### config.mk
export PLATFORM = sky130hd
export DESIGN_NAME = block_mode_mtf_encoder
export DESIGN_NICKNAME = d
export VERILOG_FILES = /design/src/design/bmtf_pkg.sv /design/src/design/bmtf_cell.sv /design/src/design/bmtf_rank_enc.sv /design/src/design/block_mode_mtf_encoder.sv
export SDC_FILE = /design/constraint.sdc
export NUM_CORES = 1
export LEC_CHECK = 0
export ABC_CLOCK_PERIOD_IN_PS = 2900
export BUFFER_PORTS_ARGS = -buffer_cell sky130_fd_sc_hd__buf_2
export CAP_MARGIN = 10
export CORE_MARGIN = 3
export CORE_UTILIZATION = 50
export DETAILED_ROUTE_END_ITERATION = 6
export PLACE_DENSITY = 0.66
export SLEW_MARGIN = 25
export SYNTH_ARGS = -nofsm -noshare
export SYNTH_HDL_FRONTEND = slang
export SYNTH_SLANG_ARGS = --single-unit
### constraint.sdc
create_clock -name clk -period 2.9 [get_ports clk]
set_input_delay 0.58 -clock clk [delete_from_list [all_inputs] [get_ports clk]]
set_output_delay 0.58 -clock clk [all_outputs]
set_load 0.02 [all_outputs]
### src/design/bmtf_pkg.sv
// Shared types and constants for the block mode move-to-front encoder.
`timescale 1ns / 1ps

package bmtf_pkg;

  localparam int NUM_MODES_DEF = 35;
  localparam int ENTRY_W       = 6;
  localparam int POS_W         = 7;
  localparam int SIZE_W        = 5;
  localparam int CODE_W        = 2;
  localparam int IN_DATA_W     = 16;
  localparam int OUT_DATA_W    = 16;

  localparam logic [SIZE_W-1:0] SIZE_LARGE = SIZE_W'(16);
  localparam logic [SIZE_W-1:0] SIZE_MID   = SIZE_W'(8);
  localparam logic [SIZE_W-1:0] SIZE_SMALL = SIZE_W'(4);

  localparam logic [CODE_W-1:0] CODE_SMALL = 2'd0;
  localparam logic [CODE_W-1:0] CODE_MID   = 2'd1;
  localparam logic [CODE_W-1:0] CODE_LARGE = 2'd2;
  localparam logic [CODE_W-1:0] CODE_END   = 2'd3;

  typedef struct packed {
    logic               clear;
    logic               shift;
    logic [ENTRY_W-1:0] mode;
    logic [POS_W-1:0]   rank;
  } cell_ctrl_t;

  function automatic logic [CODE_W-1:0] size_to_code(input logic [SIZE_W-1:0] size);
    logic [CODE_W-1:0] code;
    code = CODE_SMALL;
    if (size == SIZE_LARGE) begin
      code = CODE_LARGE;
    end else if (size == SIZE_MID) begin
      code = CODE_MID;
    end
    return code;
  endfunction

endpackage

### src/design/bmtf_cell.sv
// One list position: holds a mode entry, compares it and shifts from its neighbor.
`timescale 1ns / 1ps

module bmtf_cell #(
  parameter int INDEX = 0
) (
  input  logic                          clk,
  input  logic                          rst_n,
  input  bmtf_pkg::cell_ctrl_t          ctrl,
  input  logic [bmtf_pkg::ENTRY_W-1:0]  prev_entry,
  input  logic [bmtf_pkg::ENTRY_W-1:0]  cmp_mode,
  output logic [bmtf_pkg::ENTRY_W-1:0]  entry,
  output logic                          match
);

  logic [bmtf_pkg::ENTRY_W-1:0] entry_r;
  logic [bmtf_pkg::ENTRY_W-1:0] entry_nxt;
  logic                         take;

  assign take = ctrl.shift && (bmtf_pkg::POS_W'(INDEX) <= ctrl.rank);

  always_comb begin
    entry_nxt = entry_r;
    if (ctrl.clear) begin
      entry_nxt = bmtf_pkg::ENTRY_W'(INDEX);
    end else if (take) begin
      entry_nxt = (INDEX == 0) ? ctrl.mode : prev_entry;
    end
  end

  always_ff @(posedge clk) begin
    if (!rst_n) begin
      entry_r <= bmtf_pkg::ENTRY_W'(INDEX);
    end else begin
      entry_r <= entry_nxt;
    end
  end

  assign entry = entry_r;
  assign match = (entry_r == cmp_mode);

endmodule

### src/design/bmtf_rank_enc.sv
// Turn the one-hot match row into a list position, or NUM_MODES when nothing hits.
`timescale 1ns / 1ps

module bmtf_rank_enc #(
  parameter int NUM_MODES = bmtf_pkg::NUM_MODES_DEF
) (
  input  logic [NUM_MODES-1:0]        match,
  output logic [bmtf_pkg::POS_W-1:0]  pos
);

  logic [bmtf_pkg::POS_W-1:0] pos_or;

  always_comb begin
    pos_or = '0;
    for (int i = 0; i < NUM_MODES; i++) begin
      pos_or = pos_or | (match[i] ? bmtf_pkg::POS_W'(i) : '0);
    end
    pos = (|match) ? pos_or : bmtf_pkg::POS_W'(NUM_MODES);
  end

endmodule

### src/design/block_mode_mtf_encoder.sv
// Top level of the block mode move-to-front encoder.
// Usage:
//   Input channel in_*: one request per coded block, or an end request with in_tlast
//   high. in_tdata holds block_size, mode and transform_used.
//   Output channel out_*: one result per request; out_tlast marks the terminator.
//   out_tdata holds size_code, rank, flag_valid and flag_bit.
//   Config channel cfg_*: writes post_transform_on; always ready, write while idle.
// Timing:
//   A request takes two steps: the first compares the mode against every cell of the
//   list and encodes its position, the second shifts the cells and loads the output
//   register. in_tready is high only in the first step, so a new request is taken only
//   after the shift step of the last one; that step waits while the output register is full.
// Reset:
//   rst_n (synchronous) puts the list in identity order, clears the config bit and
//   empties the output register.
// Stall:
//   While out_tready is low and a result waits, the next request is still taken and
//   encoded; it then holds, with the list unchanged, until the output register frees.
`timescale 1ns / 1ps

module block_mode_mtf_encoder #(
  parameter int NUM_MODES = bmtf_pkg::NUM_MODES_DEF
) (
  input  logic                              clk,
  input  logic                              rst_n,
  input  logic                              cfg_valid,
  output logic                              cfg_ready,
  input  logic                              cfg_data,    // [0] post_transform_on
  input  logic                              in_tvalid,
  output logic                              in_tready,
  input  logic [bmtf_pkg::IN_DATA_W-1:0]    in_tdata,    // [4:0] block_size, [10:5] mode,
                                                         // [11] transform_used, rest zero
  input  logic                              in_tlast,    // kind: end of block list
  output logic                              out_tvalid,
  input  logic                              out_tready,
  output logic [bmtf_pkg::OUT_DATA_W-1:0]   out_tdata,   // [1:0] size_code, [7:2] rank,
                                                         // [8] flag_valid, [9] flag_bit
  output logic                              out_tlast    // is_end
);

  typedef enum logic [1:0] {
    ST_IDLE  = 2'b01,
    ST_SHIFT = 2'b10
  } state_t;

  state_t st_r, st_nxt;

  logic                             post_on_r;
  logic [bmtf_pkg::ENTRY_W-1:0]     mode_r;
  logic [bmtf_pkg::CODE_W-1:0]      code_r;
  logic [bmtf_pkg::POS_W-1:0]       rank_r;
  logic                             tbit_r;
  logic                             end_r;
  logic                             out_valid_r;
  logic [bmtf_pkg::OUT_DATA_W-1:0]  out_data_r;
  logic                             out_last_r;

  logic                             in_acc;
  logic                             out_free;
  logic                             commit;
  logic [bmtf_pkg::SIZE_W-1:0]      in_size;
  logic [bmtf_pkg::ENTRY_W-1:0]     in_mode;
  logic [NUM_MODES-1:0]             match;
  logic [bmtf_pkg::ENTRY_W-1:0]     entries [NUM_MODES];
  logic [bmtf_pkg::POS_W-1:0]       pos;
  logic                             found;
  bmtf_pkg::cell_ctrl_t             ctrl;
  logic                             flag_valid;
  logic                             flag_bit;
  logic [bmtf_pkg::ENTRY_W-1:0]     rank_out;

  assign in_size   = in_tdata[4:0];
  assign in_mode   = in_tdata[10:5];
  assign cfg_ready = 1'b1;
  assign in_tready = (st_r == ST_IDLE);
  assign in_acc    = in_tvalid && in_tready;
  assign out_free  = !out_valid_r || out_tready;
  assign commit    = (st_r == ST_SHIFT) && out_free;
  assign found     = (rank_r < bmtf_pkg::POS_W'(NUM_MODES));

  assign ctrl.clear = commit && end_r;
  assign ctrl.shift = commit && !end_r && found;
  assign ctrl.mode  = mode_r;
  assign ctrl.rank  = rank_r;

  for (genvar k = 0; k < NUM_MODES; k++) begin : g_cell
    bmtf_cell #(
      .INDEX(k)
    ) u_cell (
      .clk        (clk),
      .rst_n      (rst_n),
      .ctrl       (ctrl),
      .prev_entry ((k == 0) ? mode_r : entries[(k == 0) ? 0 : k - 1]),
      .cmp_mode   (in_mode),
      .entry      (entries[k]),
      .match      (match[k])
    );
  end

  bmtf_rank_enc #(
    .NUM_MODES(NUM_MODES)
  ) u_rank_enc (
    .match (match),
    .pos   (pos)
  );

  always_comb begin
    st_nxt = st_r;
    unique case (st_r)
      ST_IDLE: begin
        if (in_acc) begin
          st_nxt = ST_SHIFT;
        end
      end
      ST_SHIFT: begin
        if (out_free) begin
          st_nxt = ST_IDLE;
        end
      end
      default: st_nxt = ST_IDLE;
    endcase
  end

  assign flag_valid = !end_r && post_on_r;
  assign flag_bit   = flag_valid && tbit_r;
  assign rank_out   = end_r ? '0 : rank_r[bmtf_pkg::ENTRY_W-1:0];

  always_ff @(posedge clk) begin
    if (!rst_n) begin
      st_r        <= ST_IDLE;
      post_on_r   <= 1'b0;
      out_valid_r <= 1'b0;
    end else begin
      st_r <= st_nxt;
      if (cfg_valid && cfg_ready) begin
        post_on_r <= cfg_data;
      end
      if (commit) begin
        out_valid_r <= 1'b1;
      end else if (out_tready) begin
        out_valid_r <= 1'b0;
      end
    end
  end

  always_ff @(posedge clk) begin
    if (in_acc) begin
      mode_r <= in_mode;
      code_r <= bmtf_pkg::size_to_code(in_size);
      rank_r <= pos;
      tbit_r <= in_tdata[11];
      end_r  <= in_tlast;
    end
    if (commit) begin
      out_data_r <= {6'b0, flag_bit, flag_valid, rank_out,
                     end_r ? bmtf_pkg::CODE_END : code_r};
      out_last_r <= end_r;
    end
  end

  assign out_tvalid = out_valid_r;
  assign out_tdata  = out_data_r;
  assign out_tlast  = out_last_r;

  a_match_onehot0: assert property (@(posedge clk) disable iff (!rst_n)
    $onehot0(match))
    else $error("more than one list entry matches the mode");

  a_accept_to_shift: assert property (@(posedge clk) disable iff (!rst_n)
    in_acc |=> (st_r == ST_SHIFT))
    else $error("accepted request did not enter the shift step");

  a_clear_identity: assert property (@(posedge clk) disable iff (!rst_n)
    ctrl.clear |=> (entries[0] == '0) && out_tlast && out_tvalid)
    else $error("end request did not restore the list front or flag the terminator");

  a_end_clean: assert property (@(posedge clk) disable iff (!rst_n)
    (out_tvalid && out_tlast) |-> (out_tdata[9:2] == '0))
    else $error("terminator result carries rank or flag bits");

  a_shift_front: assert property (@(posedge clk) disable iff (!rst_n)
    ctrl.shift |=> (entries[0] == $past(mode_r)))
    else $error("mode did not move to the front of the list");

endmodule

==> impl_results.html, run 1 <==
<table>
<tr><th>Metric</th><th>Value</th></tr>
<tr><th colspan="2">Global route</th></tr>
<tr><td>Total congestion overflow after global routing</td><td>0</td></tr>
<tr><td>Number of global-route vias before repair</td><td>7,985</td></tr>
<tr><td>Largest net degree at the start of global routing</td><td>64</td></tr>
<tr><td>Global-route wire length before repair</td><td>41,760 um</td></tr>
<tr><td>Total Routing Usage GR</td><td>0.2048</td></tr>
<tr><td>Number of antenna violations at the first check in global routing</td><td>0</td></tr>
<tr><th colspan="2">Setup path</th></tr>
<tr><td>Critical Path End Type</td><td>flop</td></tr>
<tr><td>Reg-to-reg startpoint</td><td>rank_r[3]</td></tr>
<tr><td>Reg-to-reg critical path endpoint</td><td>g_cell[6].u_cell.entry[1]</td></tr>
<tr><td>Slack of the worst reg-to-reg path</td><td>0.22 ns</td></tr>
<tr><td>Nature of the critical path startpoint</td><td>flop</td></tr>
<tr><td>Kind of critical path</td><td>flop to flop</td></tr>
<tr><td>Cell count of the worst reg-to-reg path</td><td>6</td></tr>
<tr><td>Worst endpoint data arrival time</td><td>3.08 ns</td></tr>
<tr><td>CP Data Required Time</td><td>3.30 ns</td></tr>
<tr><td>Largest fanout of any net on the critical path</td><td>8</td></tr>
<tr><th colspan="2">Detailed routing</th></tr>
<tr><td>Number of DRC violations after detailed routing</td><td>0</td></tr>
<tr><td>DRT antenna net count</td><td>0</td></tr>
<tr><td>Routed wirelength normalized by instance count</td><td>16.74 um</td></tr>
<tr><td>Overall routed net length</td><td>25,150 um</td></tr>
<tr><td>First-pass detailed-route iteration total</td><td>5</td></tr>
<tr><td>Vias per cell</td><td>5.383</td></tr>
<tr><td>Number of vias in the routed layout</td><td>8,091</td></tr>
<tr><td>Number of DRC markers after the initial detailed-route iteration</td><td>376</td></tr>
<tr><th colspan="2">Cells and area</th></tr>
<tr><td>Net total in the final layout</td><td>1,226</td></tr>
<tr><td>Fillers</td><td>1,986</td></tr>
<tr><td>Share of cells above drive strength 1</td><td>0.1055</td></tr>
<tr><td>Area Overhead vs Synth</td><td>12.06%</td></tr>
<tr><td>Post-route cell area</td><td>12,880 um2</td></tr>
<tr><td>Antenna Cells</td><td>0</td></tr>
<tr><th colspan="2">Hold path</th></tr>
<tr><td>WHS Endpoint</td><td>end_r</td></tr>
<tr><td>Number of stages on the worst hold path</td><td>1</td></tr>
<tr><td>Class of the tightest hold or removal check</td><td>primary input to flop</td></tr>
<tr><td>Start point of the worst min-delay path</td><td>in_tlast</td></tr>
<tr><th colspan="2">Clock tree</th></tr>
<tr><td>Number of buffers created by CTS</td><td>26</td></tr>
<tr><td>Clock tree root buffer cell</td><td>clkbuf_16</td></tr>
<tr><td>Post-CTS Hold Buffers</td><td>0</td></tr>
<tr><td>Post_cts resized</td><td>0</td></tr>
<tr><td>Clock edge transition at the registers on the reported setup and hold paths</td><td>0.06 ns</td></tr>
<tr><td>Clock net sink count</td><td>241</td></tr>
<tr><td>Worst-Skew Late Latency</td><td>0.52 ns</td></tr>
<tr><td>Clock tree from TritonCTS</td><td>built</td></tr>
<tr><td>Number of buffers between clock root and the deepest sink</td><td>3</td></tr>
<tr><td>Buffers inserted by post-CTS timing repair</td><td>0</td></tr>
<tr><td>Number of H-tree levels</td><td>1</td></tr>
<tr><th colspan="2">Timing</th></tr>
<tr><td>Worst max-slew margin expressed relative to the limit</td><td>0.4046</td></tr>
<tr><td>Number of hold violations in the final report</td><td>0</td></tr>
<tr><td>Final min period</td><td>2.684 ns</td></tr>
<tr><td>Setup repair after global routing missed its margin</td><td>false</td></tr>
<tr><td>Final setup fails</td><td>0</td></tr>
<tr><td>Max Clock Skew</td><td>0.006472 ns</td></tr>
<tr><td>Slew at the pin closest to its max-slew limit</td><td>0.8872 ns</td></tr>
<tr><td>Maximum clock frequency</td><td>0.3726 GHz</td></tr>
<tr><td>Portion of the clock cycle consumed by the worst path in the final layout</td><td>0.9255</td></tr>
<tr><td>Number of max-slew violations in the final report</td><td>0</td></tr>
<tr><td>Setup TNS</td><td>0 ns</td></tr>
<tr><td>Tightest hold margin</td><td>0.2377 ns</td></tr>
<tr><th colspan="2">Yosys</th></tr>
<tr><td>Share of synthesized registers carrying an async set or reset</td><td>0</td></tr>
<tr><td>Flip-flop cell with the highest count after synthesis</td><td>dfxtp_1</td></tr>
<tr><td>Instance count of the mapped netlist</td><td>1,183</td></tr>
<tr><td>Distinct cell type count after synthesis</td><td>54</td></tr>
<tr><td>Top-area cell type share of the netlist area</td><td>0.3727</td></tr>
<tr><td>Combined area of all synthesized cells</td><td>11,490 um2</td></tr>
<tr><td>Synth warnings</td><td>0</td></tr>
<tr><td>Total of flip-flops plus latches after synthesis</td><td>241</td></tr>
<tr><td>Sequential element share of the synthesized area</td><td>0.4433</td></tr>
<tr><td>Leading cell types by total area after synthesis</td><td>dfxtp_1 37%, mux2i_1 17%, xnor2_1 11%, edfxtp_1 7.1%, xor2_1 5.2%</td></tr>
<tr><td>Number of enable flip-flop cells after synthesis</td><td>27</td></tr>
<tr><td>Average cell area after synthesis</td><td>9.716 um2</td></tr>
<tr><td>Cell taking the most area after synthesis</td><td>dfxtp_1</td></tr>
<tr><th colspan="2">Die</th></tr>
<tr><td>Top Ports</td><td>43</td></tr>
<tr><td>Die X</td><td>157.6 um</td></tr>
<tr><td>Effective utilization at floorplan</td><td>0.5171</td></tr>
<tr><td>Overall die area</td><td>24,840 um2</td></tr>
<tr><td>Core outline area</td><td>22,230 um2</td></tr>
<tr><td>DIE HEIGHT</td><td>157.6 um</td></tr>
<tr><td>Rows</td><td>54</td></tr>
<tr><th colspan="2">Status</th></tr>
<tr><td>Run status</td><td>finished, final reports clean</td></tr>
<tr><th colspan="2">Placed design</th></tr>
<tr><td>DPL Wire Length</td><td>16,990 um</td></tr>
<tr><td>Buffers added on ports</td><td>31</td></tr>
<tr><td>Post-place instance area</td><td>12,010 um2</td></tr>
<tr><td>Gp weighted congestion</td><td>0.8766</td></tr>
<tr><th colspan="2">Pwr</th></tr>
<tr><td>Power density over cell area</td><td>564.6 nW/um2</td></tr>
<tr><td>Worst IR Drop VDD</td><td>0.3356 mV</td></tr>
<tr><td>Reported leakage power</td><td>5.203 nW</td></tr>
<tr><th colspan="2">Job</th></tr>
<tr><td>Maximum Capacitance Violations</td><td>0</td></tr>
</table>
cell usage after synthesis, drive strengths merged (2+ instances only):
cell type	n
a21oi	29
inv	4
nor3b	3
o22ai	11
xor2	68
nand2b	2
nor3	8
edfxtp	27
nand4b	2
and2	6
nand2	137
nand3	21
nor4b	2
a2111oi	2
a22o	2
nor4	18
conb	2
buf	44
dfxtp	214
or2	2
mux2i	193
a31oi	4
nor2b	8
nor2	142
xnor2	143
nand4	28
o21a	2
clkbuf	30
o21ai	14
a21boi	2
cells in the final DEF (no fill, tap or decap), drive strengths merged, types with 3 or more instances in the layout:
master,Yosys,routed
a21oi,29,29
inv,4,4
dfxtp,214,214
xnor2,143,143
mux2i,193,193
nand3,21,21
buf,44,61
clkbuf,30,38
a31oi,4,4
nor4,18,18
nor2,142,142
and2,6,6
nor3b,3,3
nor2b,8,8
o22ai,11,11
clkinv,1,10
xor2,68,68
conb,2,7
o21ai,14,14
nand4,28,28
edfxtp,27,27
nand2,137,137
nor3,8,8
flip-flops by register name, summed over array words and instances, names as in the netlist:
name,cells
mode_r,6
g_cell.u_cell.entry,210
code_r,2
st_r,2
tbit_r,1
rank_r,6
end_r,1
out_tlast,1
out_tdata,10
out_tvalid,1
post_on_r,1
power by group:
group | switching (mW) | internal, mW
combinational | 0.352 | 0.194
sequential | 0.0244 | 3.41
clock | 1.31 | 1.98
total | 1.69 | 5.58
cells by family after synthesis:
family | share of synthesized area
buffers and inverters | 0.03124
AND/OR/NAND/NOR | 0.1470
other | 0.0006534
multiplexers | 0.1681
AO/OA/AOI/OAI | 0.04899
flip-flops | 0.4433
XOR/XNOR | 0.1608
critical path: stages (launching register included):
cell and delay (ns):
edfxtp_1 0.51, buf_4 0.22, a2111oi_0 0.60, o21ai_1 0.37, a21oi_2 0.55, mux2i_1 0.25
nand2_1 0.06
routing by layer:
layer	global-route usage	routed length [um]	vias up
met2	0.3377	11430	164
met3	0.02542	1018	40
met4	0.05620	559	0
met5	0	0	-
met1	0.2856	12140	3849
li1	-	-	4038
worst max-delay path by stage:
stage / slack [ns] / end / cells past startpoint / start
finish: 0.22 / g_cell[6].u_cell.entry[1] / 6 / rank_r[3]
global route: 0.03 / g_cell[6].u_cell.entry[2] / 6 / rank_r[3]
CTS: 0.26 / g_cell[6].u_cell.entry[1] / 6 / rank_r[3]
detailed placement: 0.16 / g_cell[8].u_cell.entry[4] / 7 / out_tready
global placement: 0.22 / g_cell[12].u_cell.entry[0] / 7 / out_tready
floorplan: 0.56 / rank_r[1] / 9 / in_tdata[10]
metrics by stage:
stage	worst slack, ns	util	instances	total power, mW
finish	0.2160	0.5794	1503	7.271
global route	0.02873	0.5794	1503	7.535
CTS	0.2552	0.5794	1503	7.338
detailed placement	0.1607	0.5404	1455	4.047
global placement	0.2174	0.5404	1455	4.043
floorplan	0.5617	-	1188	3.897
area by class of cell:
type | count | area [um2] | area share
Multi-Input combinational cell | 868 | 6067 | 0.4710
Sequential cell | 241 | 5095 | 0.3956
Clock buffer | 38 | 797.0 | 0.06188
Timing Repair Buffer | 61 | 480.5 | 0.03730
Tap cell | 280 | 350.3 | 0.02720
Clock inverter | 10 | 71.32 | 0.005537
Inverter | 5 | 18.77 | 0.001457
No activity file was read; power rests on OpenSTA's default activity.
==> inputs of run 2 (changes only) <==
- ABC_AREA: default -> 1
==> run 2 against run 1 <==
Via count rose by 29%. Wire length rose by 22%. Flip-flop and latch count unchanged. First-iteration DRC count up 130%. Die area rose by 2.6%. Clock-buffer cell count unchanged. Synthesized cell count rose by 40%. Global-route usage grew 3.2 points.
==> impl_results.html, run 2 <==
<table>
<tr><th>Metric</th><th>Value</th></tr>
<tr><th colspan="2">Pwr</th></tr>
<tr><td>Fraction of power consumed by combinational cells</td><td>0.085 (was 0.075)</td></tr>
<tr><td>Switching power</td><td>1.862 mW (was 1.689 mW)</td></tr>
<tr><td>Cell internal pwr</td><td>5.646 mW (was 5.583 mW)</td></tr>
<tr><td>Reported leakage power</td><td>6.112 nW (was 5.203 nW)</td></tr>
<tr><td>Worst IR Drop VDD</td><td>0.5144 mV (was 0.3356 mV)</td></tr>
<tr><td>Net switching share of the total power</td><td>0.2480 (was 0.2322)</td></tr>
<tr><td>Clk pwr share</td><td>0.453 (about the same)</td></tr>
<tr><td>Power density over cell area</td><td>571.4 nW/um2 (was 564.6 nW/um2)</td></tr>
<tr><td>Proportion of power drawn by flip-flops and latches</td><td>0.462 (was 0.472)</td></tr>
<tr><th colspan="2">Cells and area</th></tr>
<tr><td>Post-route cell area</td><td>13,140 um2 (was 12,880 um2)</td></tr>
<tr><td>Max reg flops</td><td>210 (unchanged)</td></tr>
<tr><td>Share of cells above drive strength 1</td><td>0.09123 (was 0.1055)</td></tr>
<tr><td>Net total in the final layout</td><td>1,702 (was 1,226)</td></tr>
<tr><td>Fillers</td><td>2,197 (was 1,986)</td></tr>
<tr><td>Most common library cell in the layout ignoring fill and taps</td><td>nand2_1 (was dfxtp_1)</td></tr>
<tr><td>Antenna Cells</td><td>0 (unchanged)</td></tr>
<tr><td>Leading cell types in the layout, fill and taps excluded</td><td>422 x nand2_1, 214 x dfxtp_1, 197 x nor2_1 (was 214 x dfxtp_1, 193 x mux2i_1, 143 x xnor2_1)</td></tr>
<tr><td>Sequential standard cell area</td><td>5095 um2 (unchanged)</td></tr>
<tr><td>Final non-filler cell total</td><td>2,012 (was 1,503)</td></tr>
<tr><td>Area of the multi-input gates</td><td>5734 um2 (was 6067 um2)</td></tr>
<tr><td>Area Overhead vs Synth</td><td>11.31% (was 12.06%)</td></tr>
<tr><th colspan="2">Timing</th></tr>
<tr><td>Number of max-slew violations in the final report</td><td>0 (unchanged)</td></tr>
<tr><td>Setup TNS</td><td>0 ns (unchanged)</td></tr>
<tr><td>Portion of the clock cycle consumed by the worst path in the final layout</td><td>0.8517 (was 0.9255)</td></tr>
<tr><td>Worst max-slew margin expressed relative to the limit</td><td>0.3863 (was 0.4046)</td></tr>
<tr><td>Number of hold violations in the final report</td><td>0 (unchanged)</td></tr>
<tr><td>Final setup fails</td><td>0 (unchanged)</td></tr>
<tr><td>Setup repair after global routing missed its margin</td><td>false (unchanged)</td></tr>
<tr><td>Slew at the pin closest to its max-slew limit</td><td>0.9166 ns (was 0.8872 ns)</td></tr>
<tr><td>Final min period</td><td>2.470 ns (was 2.684 ns)</td></tr>
<tr><td>Maximum clock frequency</td><td>0.4048 GHz (was 0.3726 GHz)</td></tr>
<tr><td>Max Clock Skew</td><td>0.01046 ns (was 0.006472 ns)</td></tr>
<tr><th colspan="2">Clock tree</th></tr>
<tr><td>Post-CTS Hold Buffers</td><td>0 (unchanged)</td></tr>
<tr><td>Number of buffers between clock root and the deepest sink</td><td>3 (unchanged)</td></tr>
<tr><td>Number of buffers created by CTS</td><td>27 (was 26)</td></tr>
<tr><td>Clock tree root buffer cell</td><td>clkbuf_16 (unchanged)</td></tr>
<tr><td>Buffers inserted by post-CTS timing repair</td><td>0 (unchanged)</td></tr>
<tr><td>Worst-Skew Late Latency</td><td>0.53 ns (was 0.52 ns)</td></tr>
<tr><td>Number of H-tree levels</td><td>1 (unchanged)</td></tr>
<tr><td>Clock net sink count</td><td>241 (unchanged)</td></tr>
<tr><td>Clock tree from TritonCTS</td><td>built (unchanged)</td></tr>
<tr><td>Clock edge transition at the registers on the reported setup and hold paths</td><td>0.06 ns (about the same)</td></tr>
<tr><td>Post_cts resized</td><td>0 (unchanged)</td></tr>
<tr><th colspan="2">Global route</th></tr>
<tr><td>Number of global-route vias before repair</td><td>9,706 (was 7,985)</td></tr>
<tr><td>Layer with the highest usage after global routing</td><td>met2 (unchanged)</td></tr>
<tr><td>Number of antenna violations at the first check in global routing</td><td>0 (unchanged)</td></tr>
<tr><td>Total Routing Usage GR</td><td>0.2371 (was 0.2048)</td></tr>
<tr><td>Total congestion overflow after global routing</td><td>0 (unchanged)</td></tr>
<tr><td>GR Layer Usage met1</td><td>0.3296 (was 0.2856)</td></tr>
<tr><td>Met3 global-route usage</td><td>0.03087 (was 0.02542)</td></tr>
<tr><td>Largest net degree at the start of global routing</td><td>62 (was 64)</td></tr>
<tr><td>GR Layer Usage met2</td><td>0.3943 (was 0.3377)</td></tr>
<tr><td>Global-route wire length before repair</td><td>50,030 um (was 41,760 um)</td></tr>
<tr><th colspan="2">Yosys</th></tr>
<tr><td>Number of enable flip-flop cells after synthesis</td><td>27 (unchanged)</td></tr>
<tr><td>Cell taking the most area after synthesis</td><td>dfxtp_1 (unchanged)</td></tr>
<tr><td>Flip-flop cell with the highest count after synthesis</td><td>dfxtp_1 (unchanged)</td></tr>
<tr><td>Instance count of the mapped netlist</td><td>1,662 (was 1,183)</td></tr>
<tr><td>Synth warnings</td><td>0 (unchanged)</td></tr>
<tr><td>Total of flip-flops plus latches after synthesis</td><td>241 (unchanged)</td></tr>
<tr><td>Share of synthesized registers carrying an async set or reset</td><td>0 (unchanged)</td></tr>
<tr><td>Average cell area after synthesis</td><td>7.101 um2 (was 9.716 um2)</td></tr>
<tr><td>Distinct cell type count after synthesis</td><td>36 (was 54)</td></tr>
<tr><td>Combined area of all synthesized cells</td><td>11,800 um2 (was 11,490 um2)</td></tr>
<tr><td>Leading cell types by total area after synthesis</td><td>dfxtp_1 36%, nand2_1 13%, xor2_1 7.3%, o21ai_0 7.3%, edfxtp_1 6.9% (was dfxtp_1 37%, mux2i_1 17%, xnor2_1 11%, edfxtp_1 7.1%, xor2_1 5.2%)</td></tr>
<tr><td>Most frequent cells after synthesis</td><td>422 x nand2_1, 214 x dfxtp_1, 197 x nor2_1 (was 214 x dfxtp_1, 193 x mux2i_1, 143 x xnor2_1)</td></tr>
<tr><td>Top-area cell type share of the netlist area</td><td>0.3630 (was 0.3727)</td></tr>
<tr><td>Sequential element share of the synthesized area</td><td>0.4317 (was 0.4433)</td></tr>
<tr><td>Most common cell in the synthesized netlist</td><td>nand2_1 (was dfxtp_1)</td></tr>
<tr><th colspan="2">Setup path</th></tr>
<tr><td>Worst endpoint data arrival time</td><td>2.85 ns (was 3.08 ns)</td></tr>
<tr><td>Largest fanout of any net on the critical path</td><td>19 (was 8)</td></tr>
<tr><td>Cell type of the slowest stage on the worst timing path</td><td>edfxtp_1 (was a2111oi_0)</td></tr>
<tr><td>Nature of the critical path startpoint</td><td>flop (unchanged)</td></tr>
<tr><td>Cell-by-cell listing of the critical path</td><td>nand2_1, nand2_2, o21ai_2, nand3_4, inv_4, o211ai_1, o21ai_0, a21oi_1 (was buf_4, a2111oi_0, o21ai_1, a21oi_2, mux2i_1, nand2_1)</td></tr>
<tr><td>Critical Path End Type</td><td>flop (unchanged)</td></tr>
<tr><td>Kind of critical path</td><td>flop to flop (unchanged)</td></tr>
<tr><td>Max incr delay on CP</td><td>0.47 ns (was 0.60 ns)</td></tr>
<tr><td>CP Data Required Time</td><td>3.28 ns (was 3.30 ns)</td></tr>
<tr><td>Slack of the worst reg-to-reg path</td><td>0.43 ns (was 0.22 ns)</td></tr>
<tr><th colspan="2">Placed design</th></tr>
<tr><td>Cells after DPL</td><td>1,963 (was 1,455)</td></tr>
<tr><td>Buffers added on ports</td><td>31 (unchanged)</td></tr>
<tr><td>Post-place instance area</td><td>12,250 um2 (was 12,010 um2)</td></tr>
<tr><td>DPL Wire Length</td><td>21,220 um (was 16,990 um)</td></tr>
<tr><td>Gp weighted congestion</td><td>0.9390 (was 0.8766)</td></tr>
<tr><th colspan="2">Detailed routing</th></tr>
<tr><td>DRT antenna net count</td><td>0 (unchanged)</td></tr>
<tr><td>Number of DRC violations after detailed routing</td><td>0 (unchanged)</td></tr>
<tr><td>Routed wirelength normalized by instance count</td><td>15.24 um (was 16.74 um)</td></tr>
<tr><td>First-pass detailed-route iteration total</td><td>5 (unchanged)</td></tr>
<tr><td>Overall routed net length</td><td>30,670 um (was 25,150 um)</td></tr>
<tr><td>Number of vias in the routed layout</td><td>10,409 (was 8,091)</td></tr>
<tr><td>Number of DRC markers after the initial detailed-route iteration</td><td>861 (was 376)</td></tr>
<tr><td>Vias per cell</td><td>5.173 (was 5.383)</td></tr>
<tr><th colspan="2">Die</th></tr>
<tr><td>Overall die area</td><td>25,480 um2 (was 24,840 um2)</td></tr>
<tr><td>Die X</td><td>159.6 um (was 157.6 um)</td></tr>
<tr><td>Rows</td><td>55 (was 54)</td></tr>
<tr><td>Top Ports</td><td>43 (unchanged)</td></tr>
<tr><td>Effective utilization at floorplan</td><td>0.5150 (was 0.5171)</td></tr>
<tr><td>Core outline area</td><td>22,920 um2 (was 22,230 um2)</td></tr>
<tr><td>DIE HEIGHT</td><td>159.6 um (was 157.6 um)</td></tr>
<tr><th colspan="2">Hold path</th></tr>
<tr><td>Class of the tightest hold or removal check</td><td>primary input to flop (unchanged)</td></tr>
<tr><th colspan="2">Job</th></tr>
<tr><td>Maximum Capacitance Violations</td><td>0 (unchanged)</td></tr>
<tr><th colspan="2">Status</th></tr>
<tr><td>Run status</td><td>finished, final reports clean (unchanged)</td></tr>
</table>
==> run 2: changes by cell type after synthesis, moves of 56 or more <==
| cell | delta |
|---|---|
| nand2_1 | +285 |
| mux2i_1 | -193 |
| o21ai_0 | +167 |
| xnor2_1 | -142 |
| inv_1 | +131 |
| a21oi_1 | +121 |
| nand3_1 | +58 |
| nor2_1 | +56 |
==> run 2: routing by layer <==
metal	part of all wire	vias up
met4	0.021	0
met3	0.050	55
met1	0.47	4782
met2	0.46	236
met5	0	-
li1	-	5336
==> run 2: final timing paths <==
| kind | endpoint | startpoint | cells after the start |
|---|---|---|---|
| setup / recovery | g_cell[34].u_cell.entry[0] | rank_r[1] | 8 |
| hold / removal | tbit_r | in_tdata[11] | 1 |
| setup reg to reg | g_cell[34].u_cell.entry[0] | rank_r[1] | 8 |
| hold reg to reg | g_cell[34].u_cell.entry[3] | g_cell[34].u_cell.entry[3] | 2 |
==> run 2: layout make-up <==
cell class	instances	share of cell area
Tap cell	313	0.02981
Multi-Input combinational cell	1190	0.4365
Timing Repair Buffer	60	0.03219
Clock buffer	38	0.06162
Sequential cell	241	0.3878
Inverter	159	0.04590
Clock inverter	11	0.006190
==> run 2: metrics by stage <==
stage / hold slack [ns] / utilization / power [mW] / setup WS, ns
2_1_floorplan: 0.4206 / - / 3.985 / 0.9308
3_3_place_gp: 0.4442 / 0.5344 / 4.166 / 0.4931
3_5_place_dp: 0.4470 / 0.5344 / 4.174 / 0.4364
4_1_cts: 0.2121 / 0.5733 / 7.563 / 0.4601
5_1_grt: 0.2171 / 0.5733 / 7.779 / 0.2773
6_report: 0.2319 / 0.5733 / 7.507 / 0.4299
==> run 2: worst max-delay path: cells and delay by family, from the launching register on <==
kind	cells	cell delay, ns
AOI/OAI and AO/OA	4	1.01
and+or+nand+nor	3	0.59
DFF	1	0.47
buffers and inverters	1	0.26
==> run 2: power by group through the flow <==
| stage | combinational [mW] | clock [mW] | sequential (mW) |
|---|---|---|---|
| 6_report | 0.637 | 3.40 | 3.47 |
| 3_5_place_dp | 0.632 | 0 | 3.54 |
| 5_1_grt | 0.710 | 3.59 | 3.47 |
| 3_3_place_gp | 0.625 | 0 | 3.54 |
| 4_1_cts | 0.635 | 3.46 | 3.47 |
| 2_1_floorplan | 0.458 | 0 | 3.53 |
==> run 2: cell families after synthesis <==
family | synth area share
buffers and inverters | 0.08470
AOI/OAI and AO/OA | 0.1603
xor gates and xnor gates | 0.07421
DFF | 0.4317
other | 0.0006363
and+or+nand+nor | 0.2485
